[src/design/rfd_pkg.sv]
`timescale 1ns / 1ps

package rfd_pkg;

    localparam int STREAM_DEPTH = 64;
    localparam int FRAME_MAX    = 64;
    localparam int ADDR_W       = $clog2(STREAM_DEPTH);
    localparam int CNT_W        = ADDR_W + 1;
    localparam int FL_W         = $clog2(FRAME_MAX + 1);
    localparam int LEN_W        = 16;
    localparam int PLEN_W       = 6;
    localparam int MIN_FRAME    = 7;
    localparam int HEAD_BYTES   = 3;
    localparam int OFS_ADDR     = 3;
    localparam int OFS_FUNC     = 4;
    localparam int OFS_PAYLOAD  = 5;

    localparam logic REG_HEADER = 1'b0;
    localparam logic REG_TAIL   = 1'b1;

    typedef enum logic [3:0] {
        ST_IDLE,
        ST_SCAN,
        ST_HDR,
        ST_LEN_LO,
        ST_LEN_HI,
        ST_TAIL,
        ST_SUM,
        ST_EMIT_RD,
        ST_EMIT_LD,
        ST_EMIT_WAIT
    } state_t;

    typedef struct packed {
        logic [7:0] header_byte;
        logic [7:0] tail_byte;
    } cfg_t;

    // Circular index: base plus an offset of at most the depth.
    function automatic logic [ADDR_W-1:0] wrap_idx(input logic [ADDR_W-1:0] base,
                                                   input logic [CNT_W-1:0] off);
        logic [CNT_W:0] s;
        s = {2'b00, base} + {1'b0, off};
        if (s >= (CNT_W + 1)'(STREAM_DEPTH))
        begin
            s = s - (CNT_W + 1)'(STREAM_DEPTH);
        end
        return s[ADDR_W-1:0];
    endfunction

endpackage

[src/design/rfd_ram.sv]
`timescale 1ns / 1ps

module rfd_ram #(
    parameter int DEPTH = 64,
    parameter int WIDTH = 8
) (
    input  logic                     clk,
    input  logic                     we,
    input  logic [$clog2(DEPTH)-1:0] waddr,
    input  logic [WIDTH-1:0]         wdata,
    input  logic [$clog2(DEPTH)-1:0] raddr,
    output logic [WIDTH-1:0]         rdata
);

    logic [WIDTH-1:0] mem [DEPTH];
    logic [WIDTH-1:0] rdata_reg;

    always_ff @(posedge clk)
    begin
        if (we)
        begin
            mem[waddr] <= wdata;
        end
        rdata_reg <= mem[raddr];
    end

    assign rdata = rdata_reg;

endmodule

[src/design/rfd_cfg.sv]
`timescale 1ns / 1ps

module rfd_cfg (
    input  logic          clk,
    input  logic          rst_n,
    input  logic          psel,
    input  logic          penable,
    input  logic          pwrite,
    input  logic [2:0]    paddr,
    input  logic [31:0]   pwdata,
    output logic [31:0]   prdata,
    output logic          pready,
    output rfd_pkg::cfg_t cfg
);
    import rfd_pkg::*;

    logic [7:0] header_reg;
    logic [7:0] tail_reg;
    logic       wr_en;

    assign wr_en  = psel && penable && pwrite;
    assign pready = 1'b1;

    always_ff @(posedge clk or negedge rst_n)
    begin
        if (!rst_n)
        begin
            header_reg <= 8'd104;
            tail_reg   <= 8'd22;
        end
        else if (wr_en)
        begin
            case (paddr[2])
                REG_HEADER: header_reg <= pwdata[7:0];
                REG_TAIL:   tail_reg   <= pwdata[7:0];
                default:    header_reg <= header_reg;
            endcase
        end
    end

    always_comb
    begin
        case (paddr[2])
            REG_HEADER: prdata = {24'd0, header_reg};
            REG_TAIL:   prdata = {24'd0, tail_reg};
            default:    prdata = 32'd0;
        endcase
    end

    assign cfg.header_byte = header_reg;
    assign cfg.tail_byte   = tail_reg;

endmodule

[src/design/rfd_ctrl.sv]
`timescale 1ns / 1ps

module rfd_ctrl (
    input  logic                      clk,
    input  logic                      rst_n,
    input  rfd_pkg::cfg_t             cfg,
    input  logic                      in_valid,
    output logic                      in_ready,
    input  logic [7:0]                in_byte,
    output logic                      out_valid,
    input  logic                      out_ready,
    output logic [31:0]               out_data,
    output logic                      out_present,
    output logic                      out_last,
    output logic                      ram_we,
    output logic [rfd_pkg::ADDR_W-1:0] ram_waddr,
    output logic [7:0]                ram_wdata,
    output logic [rfd_pkg::ADDR_W-1:0] ram_raddr,
    input  logic [7:0]                ram_rdata
);
    import rfd_pkg::*;

    state_t            state_reg, state_next;
    logic [ADDR_W-1:0] start_reg, start_next;
    logic [CNT_W-1:0]  count_reg, count_next;
    logic [7:0]        len_lo_reg, len_lo_next;
    logic [FL_W-1:0]   flen_reg, flen_next;
    logic [FL_W-1:0]   off_reg, off_next;
    logic [7:0]        sum_reg, sum_next;
    logic [7:0]        addr_reg, addr_next;
    logic [7:0]        func_reg, func_next;
    logic              ok_reg, ok_next;
    logic              ov_reg, ov_next;
    logic [7:0]        ob_reg, ob_next;
    logic              op_reg, op_next;
    logic              ol_reg, ol_next;

    logic [LEN_W-1:0]  flen_rd;
    logic              len_bad;
    logic              len_short;
    logic              is_header;
    logic              tail_good;
    logic              accept_in;
    logic              accept_out;
    logic              plen_zero;
    logic              at_cks;
    logic              at_last;
    logic              full;
    logic [PLEN_W-1:0] plen;

    assign flen_rd    = {ram_rdata, len_lo_reg};
    assign len_bad    = (flen_rd < LEN_W'(MIN_FRAME)) || (flen_rd > LEN_W'(FRAME_MAX));
    assign len_short  = LEN_W'(count_reg) < flen_rd;
    assign is_header  = ram_rdata == cfg.header_byte;
    assign tail_good  = ram_rdata == cfg.tail_byte;
    assign in_ready   = state_reg == ST_IDLE;
    assign accept_in  = in_valid && in_ready;
    assign accept_out = ov_reg && out_ready;
    assign plen_zero  = flen_reg == FL_W'(MIN_FRAME);
    assign at_cks     = off_reg == flen_reg - FL_W'(2);
    assign at_last    = plen_zero || (off_reg == flen_reg - FL_W'(3));
    assign full       = count_reg == CNT_W'(STREAM_DEPTH);
    assign plen       = PLEN_W'(flen_reg - FL_W'(MIN_FRAME));

    always_comb
    begin
        state_next = state_reg;
        case (state_reg)
            ST_IDLE:      if (accept_in) state_next = ST_SCAN;
            ST_SCAN:      state_next = (count_reg == '0) ? ST_IDLE : ST_HDR;
            ST_HDR:
            begin
                if (!is_header)
                begin
                    state_next = ST_SCAN;
                end
                else if (count_reg < CNT_W'(HEAD_BYTES))
                begin
                    state_next = ST_IDLE;
                end
                else
                begin
                    state_next = ST_LEN_LO;
                end
            end
            ST_LEN_LO:    state_next = ST_LEN_HI;
            ST_LEN_HI:
            begin
                if (len_bad)
                begin
                    state_next = ST_SCAN;
                end
                else if (len_short)
                begin
                    state_next = ST_IDLE;
                end
                else
                begin
                    state_next = ST_TAIL;
                end
            end
            ST_TAIL:      state_next = tail_good ? ST_SUM : ST_SCAN;
            ST_SUM:       if (at_cks) state_next = ST_EMIT_RD;
            ST_EMIT_RD:   state_next = ST_EMIT_LD;
            ST_EMIT_LD:   state_next = ST_EMIT_WAIT;
            ST_EMIT_WAIT:
            begin
                if (accept_out)
                begin
                    state_next = ol_reg ? ST_SCAN : ST_EMIT_RD;
                end
            end
            default:      state_next = ST_IDLE;
        endcase
    end

    always_comb
    begin
        start_next  = start_reg;
        count_next  = count_reg;
        len_lo_next = len_lo_reg;
        flen_next   = flen_reg;
        off_next    = off_reg;
        sum_next    = sum_reg;
        addr_next   = addr_reg;
        func_next   = func_reg;
        ok_next     = ok_reg;
        ov_next     = ov_reg;
        ob_next     = ob_reg;
        op_next     = op_reg;
        ol_next     = ol_reg;
        ram_we      = 1'b0;
        ram_waddr   = full ? start_reg : wrap_idx(start_reg, count_reg);
        ram_wdata   = in_byte;
        ram_raddr   = start_reg;
        case (state_reg)
            ST_IDLE:
            begin
                if (accept_in)
                begin
                    ram_we = 1'b1;
                    if (full)
                    begin
                        start_next = wrap_idx(start_reg, CNT_W'(1));
                    end
                    else
                    begin
                        count_next = count_reg + CNT_W'(1);
                    end
                end
            end
            ST_SCAN:
            begin
                ram_raddr = start_reg;
            end
            ST_HDR:
            begin
                ram_raddr = wrap_idx(start_reg, CNT_W'(1));
                if (!is_header)
                begin
                    start_next = wrap_idx(start_reg, CNT_W'(1));
                    count_next = count_reg - CNT_W'(1);
                end
            end
            ST_LEN_LO:
            begin
                len_lo_next = ram_rdata;
                ram_raddr   = wrap_idx(start_reg, CNT_W'(2));
            end
            ST_LEN_HI:
            begin
                flen_next = FL_W'(flen_rd);
                ram_raddr = wrap_idx(start_reg, CNT_W'(flen_rd - LEN_W'(1)));
                if (len_bad)
                begin
                    start_next = wrap_idx(start_reg, CNT_W'(1));
                    count_next = count_reg - CNT_W'(1);
                end
            end
            ST_TAIL:
            begin
                ram_raddr = wrap_idx(start_reg, CNT_W'(OFS_ADDR));
                off_next  = FL_W'(OFS_ADDR);
                sum_next  = 8'd0;
                if (!tail_good)
                begin
                    start_next = wrap_idx(start_reg, CNT_W'(1));
                    count_next = count_reg - CNT_W'(1);
                end
            end
            ST_SUM:
            begin
                ram_raddr = wrap_idx(start_reg, CNT_W'(off_reg + FL_W'(1)));
                off_next  = off_reg + FL_W'(1);
                if (off_reg == FL_W'(OFS_ADDR))
                begin
                    addr_next = ram_rdata;
                end
                if (off_reg == FL_W'(OFS_FUNC))
                begin
                    func_next = ram_rdata;
                end
                if (at_cks)
                begin
                    ok_next  = sum_reg == ram_rdata;
                    off_next = FL_W'(OFS_PAYLOAD);
                end
                else
                begin
                    sum_next = sum_reg + ram_rdata;
                end
            end
            ST_EMIT_RD:
            begin
                ram_raddr = wrap_idx(start_reg, CNT_W'(off_reg));
            end
            ST_EMIT_LD:
            begin
                ov_next = 1'b1;
                ob_next = plen_zero ? 8'd0 : ram_rdata;
                op_next = !plen_zero;
                ol_next = at_last;
            end
            ST_EMIT_WAIT:
            begin
                if (accept_out)
                begin
                    ov_next  = 1'b0;
                    off_next = off_reg + FL_W'(1);
                    if (ol_reg)
                    begin
                        start_next = wrap_idx(start_reg, CNT_W'(flen_reg));
                        count_next = count_reg - CNT_W'(flen_reg);
                    end
                end
            end
            default:
            begin
                ov_next = 1'b0;
            end
        endcase
    end

    always_ff @(posedge clk or negedge rst_n)
    begin
        if (!rst_n)
        begin
            state_reg <= ST_IDLE;
            start_reg <= '0;
            count_reg <= '0;
            ov_reg    <= 1'b0;
        end
        else
        begin
            state_reg <= state_next;
            start_reg <= start_next;
            count_reg <= count_next;
            ov_reg    <= ov_next;
        end
    end

    always_ff @(posedge clk)
    begin
        len_lo_reg <= len_lo_next;
        flen_reg   <= flen_next;
        off_reg    <= off_next;
        sum_reg    <= sum_next;
        addr_reg   <= addr_next;
        func_reg   <= func_next;
        ok_reg     <= ok_next;
        ob_reg     <= ob_next;
        op_reg     <= op_next;
        ol_reg     <= ol_next;
    end

    assign out_valid   = ov_reg;
    assign out_present = op_reg;
    assign out_last    = ol_reg;
    assign out_data    = {1'b0, ok_reg, plen, func_reg, addr_reg, ob_reg};

endmodule

[src/design/resync_frame_deframer_top.sv]
`timescale 1ns / 1ps

// Frame extractor for a byte stream from a serial receiver.
// Input channel s_axis: one received byte per transfer in s_axis_tdata[7:0].
// Bytes go into a 64-entry circular buffer; when it is full the oldest byte
// is dropped. Frames are header, 16-bit little-endian length, address,
// function, payload, checksum and tail.
// Output channel m_axis: one transfer per payload byte of each complete frame,
// or a single transfer with tuser low for a frame with no payload; tlast marks
// the final transfer of a frame. Every transfer repeats the address, function
// code, payload length and the checksum verdict.
// A byte is taken only while the block is idle. Each byte taken starts a scan
// that discards non-header bytes and rejected header candidates (bad length
// or bad tail) one byte at a time, and checks and emits each completed frame
// in turn; the block is idle again once it has to wait for more bytes.
// All of this runs through the one read port of the buffer memory.
// When the receiver stalls, the current output transfer is held and no new
// byte is taken. Reset empties the buffer and restores header 0x68 and tail
// 0x16; the header and tail bytes are APB registers at addresses 0 and 4.
module resync_frame_deframer_top (
    input  logic        clk,
    input  logic        rst_n,
    input  logic        s_axis_tvalid,
    output logic        s_axis_tready,
    input  logic [7:0]  s_axis_tdata,   // rx_byte
    output logic        m_axis_tvalid,
    input  logic        m_axis_tready,
    // payload_byte, address, function_code, payload_length, checksum_ok, zero
    output logic [31:0] m_axis_tdata,
    output logic        m_axis_tuser,   // byte_present
    output logic        m_axis_tlast,
    input  logic        psel,
    input  logic        penable,
    input  logic        pwrite,
    input  logic [2:0]  paddr,
    input  logic [31:0] pwdata,
    output logic [31:0] prdata,
    output logic        pready
);
    import rfd_pkg::*;

    cfg_t              cfg;
    logic              ram_we;
    logic [ADDR_W-1:0] ram_waddr;
    logic [7:0]        ram_wdata;
    logic [ADDR_W-1:0] ram_raddr;
    logic [7:0]        ram_rdata;

    rfd_cfg u_cfg (
        .clk     (clk),
        .rst_n   (rst_n),
        .psel    (psel),
        .penable (penable),
        .pwrite  (pwrite),
        .paddr   (paddr),
        .pwdata  (pwdata),
        .prdata  (prdata),
        .pready  (pready),
        .cfg     (cfg)
    );

    rfd_ram #(
        .DEPTH (STREAM_DEPTH),
        .WIDTH (8)
    ) u_ram (
        .clk   (clk),
        .we    (ram_we),
        .waddr (ram_waddr),
        .wdata (ram_wdata),
        .raddr (ram_raddr),
        .rdata (ram_rdata)
    );

    rfd_ctrl u_ctrl (
        .clk         (clk),
        .rst_n       (rst_n),
        .cfg         (cfg),
        .in_valid    (s_axis_tvalid),
        .in_ready    (s_axis_tready),
        .in_byte     (s_axis_tdata),
        .out_valid   (m_axis_tvalid),
        .out_ready   (m_axis_tready),
        .out_data    (m_axis_tdata),
        .out_present (m_axis_tuser),
        .out_last    (m_axis_tlast),
        .ram_we      (ram_we),
        .ram_waddr   (ram_waddr),
        .ram_wdata   (ram_wdata),
        .ram_raddr   (ram_raddr),
        .ram_rdata   (ram_rdata)
    );

endmodule

[config.mk]
export PLATFORM = sky130hd
export DESIGN_NAME = resync_frame_deframer_top
export DESIGN_NICKNAME = d
export VERILOG_FILES = /design/src/design/rfd_pkg.sv /design/src/design/rfd_ram.sv /design/src/design/rfd_cfg.sv /design/src/design/rfd_ctrl.sv /design/src/design/resync_frame_deframer_top.sv
export SDC_FILE = /design/constraint.sdc
export NUM_CORES = 1
export LEC_CHECK = 0
export BUFFER_PORTS_ARGS = -buffer_cell sky130_fd_sc_hd__buf_2
export CORE_AREA = 2 2 196 342
export DETAILED_ROUTE_END_ITERATION = 8
export DIE_AREA = 0 0 198 344
export PLACE_DENSITY = 0.58
export SYNTH_ARGS = -nofsm -noshare
export SYNTH_HDL_FRONTEND = slang
export SYNTH_SLANG_ARGS = --single-unit
export TNS_END_PERCENT = 50
[constraint.sdc]
create_clock -name clk -period 5.12 [get_ports clk]
set_input_delay 0.512 -clock clk [delete_from_list [all_inputs] [get_ports clk]]
set_output_delay 0.512 -clock clk [all_outputs]
set_load 0.01 [all_outputs]
==> qor.txt, run 1 <==
crit-path max FO: 8
endpoint class of the critical path: flip-flop
Post-DRT Antenna Nets: 0
failing checks: design-rule violations
Max Cap Viol: 0
total track usage: 25.69%
Area growth syn-to-layout: 11.77%
share of cells above drive strength 1: 13.55%
number of flip-flops in the largest register: 512
Compound-Gate Fraction of Synth Area: 13.33%
final net count: 2,571
Congestion Overflow GR: 0
xor/xnor share of the synthesized area: 2.049%
largest family of logic cells by synthesized area: compound AO/OA/AOI/OAI gates
Post-Synthesis Cells: 2,420
Leak: 11.29 nW
grt met3 use: 3.100%
setup_tns: 0 ps
fin cells: 3,400
Final Max Tran Viols: 0
die area: 68,110 um^2
placed insts: 3,297
initial antenna violation count: 1
Skew-Pair Late Insertion Delay: 620 ps
Die Ht: 344 um
clock buffer depth: 3
max frequency: 0.2094 GHz
crit path kind: flip-flop to flip-flop
GPL Wtd Cong: 0.9356
CTS tree: built
met2 Use GR: 47.88%
DRT iter0 DRCs: 1,775
synthesized area per cell: 12.01 um^2
Netlist cell types: 81
number of fill cells: 5,691
post-route DRC violation count: 1
core area: 65,320 um^2
Data required, critical path: 5600 ps
R2R cell count: 15
EDFF count, synth: 569
max_slew headroom: 21.14%
CTS Buf Count: 54
largest net degree at the start of global routing: 77
first-pass GRT wire length: 129,700 um
Avg Vias per Cell: 6.037
top_reg_cell synth: edfxtp_1
CP Launch Point: u_ctrl.off_reg[0]
detailed-router iteration count before antenna repair: 9
pwr dens: 675.5 nW/um^2
Synth Area in Adders: 2.316%
Worst-path clk slew: 70 ps
hold slack final: 34.65 ps
Via Count: 20,526
vias in the first global route: 20,652
R2R Path Start: u_ctrl.off_reg[0]
design area: 32,480 um^2
Hold Crit Class: input port to asynchronous set/reset pin
WP data arrival: 5260 ps
final setup violation count: 0
status: finished, violations left
Synth Area in Simple Gates: 12.86%
RSZ-0062 raised after global routing: false
post-synthesis sequential area ratio: 62.30%
multi-input logic area: 10,030 um^2
fraction of registers with async set or reset after synthesis: 5.565%
DP Wirelength: 57,890 um
FF+latch count, synth: 611
CTS H-tree depth: 2
Sinks on Clock Net: 611
Top Usage Layer GRT: met2
crit path launch type: flip-flop
placed cell areas: 30,590 um^2
Initial Utilization: 44.49%
root buffer cell: clkbuf_16
Die Span X: 198 um
Reg area: 18,110 um^2
Final period util: 93.26%
post-cts resize count: 0
Rows: 124
M1 GR Usage: 27.08%
Yosys Warn Count: 0
Post-Route Skew: 14.74 ps
post-CTS setup buffer count: 0
Worst VDD drop: 0.4060 mV
Least-Margin Pin Slew: 1183 ps
Tmin final: 4775 ps
WL/cell: 25.74 um
cts hold-fix bufs: 0
endpoints failing hold: 0
Top Ports: 119
mapped cell area: 29,060 um^2
Most flops, register: u_ram.mem
WL final: 87,510 um
# port buffers: 66
multiplexer share of the synthesized area: 3.410%
[layer usage]
metal,vias up,routed length (um)
li1,9286,-
met1,10177,30280
met2,816,46460
met3,247,4672
met4,0,6089
met5,-,0
[cell usage in the layout, fill, tap and decap left out, types with 27 or more instances in the layout]
cell,synthesis,final
nand3_1,119,119
xor2_1,31,31
buf_4,32,91
o22ai_1,35,34
a222oi_1,34,34
mux2i_1,27,27
ha_1,45,45
xnor2_1,37,36
a311oi_1,60,60
and3_1,50,50
mux2_2,63,63
clkbuf_16,0,55
buf_2,63,66
nand2_1,398,397
a211oi_1,35,35
nor2_1,135,133
edfxtp_1,569,569
a21oi_1,99,99
inv_1,34,33
a31oi_1,37,36
o21ai_0,64,64
[cell families (layout without fill, tap and decap cells)]
kind of cell | count (synthesis) | after routing
buffers and inverters | 230 | 303
other | 2 | 27
AND/OR/NAND/NOR | 830 | 830
flip-flops | 611 | 611
adder cells (fa/ha/maj) | 51 | 51
AO/OA/AOI/OAI | 537 | 537
multiplexers | 91 | 91
XOR/XNOR | 68 | 68
[stage by stage]
step                      util (%)  setup WS (ps)  power (mW)
after floorplan                  -           1243       13.23
after global placement       46.83          489.6       17.34
after detailed placement     46.83          478.8       17.52
after CTS                    49.72          469.1       21.91
after global routing         49.73          250.6       22.97
final                        49.73          344.9       21.94
[report_power, final]
| part | internal, mW | switching, mW | leakage (nW) |
|---|---|---|---|
| combinational | 3.67 | 7.45 | 4.80 |
| clock | 2.51 | 1.88 | 0.914 |
| sequential | 5.91 | 0.513 | 5.58 |
[synthesized netlist by cell type (10+ instances only)]
cell type / n / area share [%]
a2111oi_0: 12 / 0.36
a211oi_1: 35 / 0.90
a21o_1: 18 / 0.46
a21oi_1: 99 / 1.7
a221o_1: 11 / 0.38
a221oi_1: 10 / 0.30
a222oi_1: 34 / 1.2
a22o_1: 23 / 0.69
a22oi_1: 23 / 0.59
a311oi_1: 60 / 1.8
a31oi_1: 37 / 0.80
and3_1: 50 / 1.1
buf_1: 23 / 0.30
buf_2: 63 / 1.1
buf_4: 32 / 0.83
clkbuf_1: 75 / 0.97
dfrtp_1: 28 / 2.4
edfxtp_1: 569 / 59
ha_1: 45 / 1.9
inv_1: 34 / 0.44
mux2_2: 63 / 2.4
mux2i_1: 27 / 0.93
nand2_1: 398 / 5.1
nand3_1: 119 / 2.0
nand4_1: 19 / 0.41
nor2_1: 135 / 1.7
nor2b_1: 27 / 0.58
nor3_1: 23 / 0.40
nor4_1: 11 / 0.24
o211ai_1: 14 / 0.36
o21ai_0: 64 / 1.1
o22ai_1: 35 / 0.75
xnor2_1: 37 / 1.1
xor2_1: 31 / 0.93
[cell type report]
class,count,area share [%]
multi-input combinational,1603,30.89
antenna,1,0.007704
clock buffer,66,4.426
timing repair buffer,167,3.736
clock inverter,36,1.394
inverter,34,0.3929
tap,882,3.398
sequential,611,55.76
[worst max-delay path, stage by stage, from the launching register on]
cell and delay [ps]:
edfxtp_1 570, inv_1 80, ha_1 300, mux2i_1 80, a22oi_1 280, ha_1 300
a21o_1 180, a21oi_1 180, or3_1 130, nand2_1 180, o21ai_1 800, buf_4 300
a311oi_1 50, or4_1 750, o211ai_1 320, o211ai_1 130
[worst paths after layout]
kind | end | slack, ps
max | u_ram.rdata[2] | 340
min in group clk | u_cfg.tail_reg[0] | 140
max in group asynchronous | u_ctrl.start_reg[0] | 4370
min | u_cfg.tail_reg[5] | 30
min reg2reg | u_cfg.header_reg[2] | 560
max reg2reg | u_ram.rdata[2] | 340
No activity file was read; power rests on OpenSTA's default activity.
==> inputs of run 2 (changes only) <==
--- a/config.mk
+++ b/config.mk
@@ -9,7 +9,7 @@
 export CORE_AREA = 2 2 196 342
 export DETAILED_ROUTE_END_ITERATION = 8
 export DIE_AREA = 0 0 198 344
-export PLACE_DENSITY = 0.58
+export PLACE_DENSITY_LB_ADDON = 0.1
 export SYNTH_ARGS = -nofsm -noshare
 export SYNTH_HDL_FRONTEND = slang
 export SYNTH_SLANG_ARGS = --single-unit
==> constraint.sdc (replaced) <==
create_clock -name clk -period 5.3 [get_ports clk]
set_input_delay 0.53 -clock clk [delete_from_list [all_inputs] [get_ports clk]]
set_output_delay 0.53 -clock clk [all_outputs]
set_load 0.01 [all_outputs]
==> run 2 against run 1 <==
Effect of this change: the flow now finishes without violations; clock power decreased by 12%; global-route usage up 0.22 points; sequential power down 4.5%; flip-flop and latch count unchanged; combinational power about the same; largest cell class unchanged; largest power group unchanged.
==> qor.txt, run 2 (synthesis gave the netlist of run 1 again) <==
GPL Wtd Cong: 0.9518 (+1.7%)
max frequency: 0.1968 GHz (-6.0%)
Leak: 11.20 nW (-0.84%)
Max Cap Viol: 0 (unchanged)
Hold Crit Class: input port to asynchronous set/reset pin
root buffer cell: clkbuf_16
WL final: 88,430 um (+1.1%)
endpoint class of the critical path: flip-flop
Area growth syn-to-layout: 10.99%
post-route DRC violation count: 0 (-1)
CP top delay family: compound AO/OA/AOI/OAI gates
detailed-router iteration count before antenna repair: 8 (-1)
commonest non-fill, non-tap cell in the layout: edfxtp_1
R2R cell count: 18 (+3)
Die Ht: 344 um (unchanged)
Congestion Overflow GR: 0 (unchanged)
number of fill cells: 5,763 (+1.3%)
max_slew headroom: 3.861% (-17 points)
Pwr Total: 20.78 mW (-5.3%)
Worst VDD drop: 0.3793 mV (-6.6%)
DRT iter0 DRCs: 1,868 (+5.2%)
Core Util, Final: 49.38% (-0.35 points)
endpoints failing hold: 0 (unchanged)
total track usage: 25.91% (+0.22 points)
Post-Route Skew: 22.29 ps (+7.546 ps)
core area: 65,320 um^2 (unchanged)
n_diodes: 0 (-1)
status: complete, no violations
RSZ-0062 raised after global routing: false
post-CTS setup buffer count: 0 (unchanged)
crit path launch type: flip-flop
WP data arrival: 5570 ps (+310 ps)
Die Span X: 198 um (unchanged)
pwr dens: 644.2 nW/um^2 (-4.6%)
CP cell instances: inv_1, ha_1, xnor2_1, o32a_1, o221ai_1, ha_1, o21ai_0, o21bai_1, a21o_1, or3b_1, a31oi_1, xnor2_2, buf_12, buf_4, a311oi_1, a311oi_1, nor3b_1, a221o_1
Final period util: 95.87% (+2.6 points)
Top Ports: 119 (unchanged)
first-pass GRT wire length: 130,200 um (+0.42%)
most frequent cells in the layout: edfxtp_1, nand2_1, nor2_1
Rows: 124 (unchanged)
Data required, critical path: 5790 ps (+190 ps)
initial antenna violation count: 0 (-1)
share of cells above drive strength 1: 13.60% (+0.051 points)
Post-DRT Antenna Nets: 0 (unchanged)
setup_tns: 0 ps (unchanged)
Worst path max stage delay: 1090 ps (+290 ps)
Via Count: 20,546 (+0.097%)
# port buffers: 66 (unchanged)
crit-path max FO: 30 (+22)
Tmin final: 5081 ps (+305.8 ps)
post-cts resize count: 0 (unchanged)
final net count: 2,574 (+0.12%)
FF-to-FF setup slack: 220 ps (-130 ps)
Skew-Pair Late Insertion Delay: 620 ps (about the same)
CP max stage cell: xnor2_2
WL/cell: 26.03 um (+1.1%)
crit path kind: flip-flop to flip-flop
CTS Buf Count: 54 (unchanged)
CTS tree: built
R2R Path Start: u_ctrl.len_lo_reg[1]
Worst-path clk slew: 60 ps (about the same)
Avg Vias per Cell: 6.048 (+0.19%)
largest net degree at the start of global routing: 65 (-16%)
Sinks on Clock Net: 611 (unchanged)
Final Max Tran Viols: 0 (unchanged)
Least-Margin Pin Slew: 1435 ps (+252.2 ps)
clock buffer depth: 3 (unchanged)
worst reg2reg endpoint: u_ram.rdata[3]
Worst Path Buf+Inv: 3 (+1)
CTS H-tree depth: 2 (unchanged)
DP Wirelength: 58,930 um (+1.8%)
cts hold-fix bufs: 0 (unchanged)
vias in the first global route: 20,442 (-1.0%)
Most flops, register: u_ram.mem
Initial Utilization: 44.49% (unchanged)
number of flip-flops in the largest register: 512 (unchanged)
die area: 68,110 um^2 (unchanged)
final setup violation count: 0 (unchanged)
[run 2: changes by cell type in the layout (fill, tap and decap cells not counted), moves of 2 or more]
cell,delta
bufinv_16,-7
clkinv_4,-2
clkinv_2,+7
clkinv_1,-5
buf_12,-3
buf_4,+6
clkbuf_8,+4
inv_6,-2
[run 2: worst max-delay path by stage]
stage,from,to,slack (ps),cells after the start
floorplan,u_ctrl.state_reg[2],u_ram.rdata[6],1420,20
global placement,u_ctrl.len_lo_reg[1],u_ram.rdata[5],330,18
detailed placement,u_ctrl.len_lo_reg[1],u_ram.rdata[3],350,18
CTS,u_ctrl.len_lo_reg[1],u_ram.rdata[3],330,18
global route,u_ctrl.len_lo_reg[1],u_ram.rdata[3],20,18
finish,u_ctrl.len_lo_reg[1],u_ram.rdata[3],220,18
[run 2: metal layers]
metal / vias to the layer above / GRT usage (%) / routed length, um
met3: 229 / 3.021 / 4445
met4: 0 / 15.82 / 5961
met5: - / 0 / 0
met1: 10267 / 27.87 / 31310
li1: 9284 / - / -
met2: 766 / 48.26 / 46710
[run 2: where the power goes]
group | switching (mW) | internal, mW | total, mW
sequential | 0.422 | 5.71 | 6.14
clock | 1.77 | 2.10 | 3.87
combinational | 7.27 | 3.50 | 10.8
total | 9.46 | 11.3 | 20.8
[run 2: layout make-up]
type	count	area, um^2	share of cell area, %
clock buffer	70	1471	4.562
clock inverter	27	220.2	0.6827
inverter	34	127.6	0.3957
multi-input combinational	1603	10020	31.08
sequential	611	18110	56.15
tap	882	1104	3.421
timing repair buffer	170	1199	3.716
[run 2: worst reg2reg max path: stages (launching register included)]
cell and delay (ps):
edfxtp_1 510, inv_1 150, ha_1 250, xnor2_1 210, o32a_1 190, o221ai_1 140
ha_1 350, o21ai_0 190, o21bai_1 80, a21o_1 180, or3b_1 150, a31oi_1 110
xnor2_2 1090, buf_12 300, buf_4 220, a311oi_1 60, a311oi_1 380, nor3b_1 100
a221o_1 280
[run 2: per-stage QoR]
step                      instance area (um^2)  hold WS [ps]  worst slack [ps]  instances
after floorplan                          29150         234.4              1423       2444
after global placement                   30560         530.4             334.0       3300
after detailed placement                 30560         541.7             347.2       3300
after CTS                                32250         73.20             329.9       3397
after global routing                     32250         92.87             21.46       3397
final                                    32250         40.01             219.1       3397
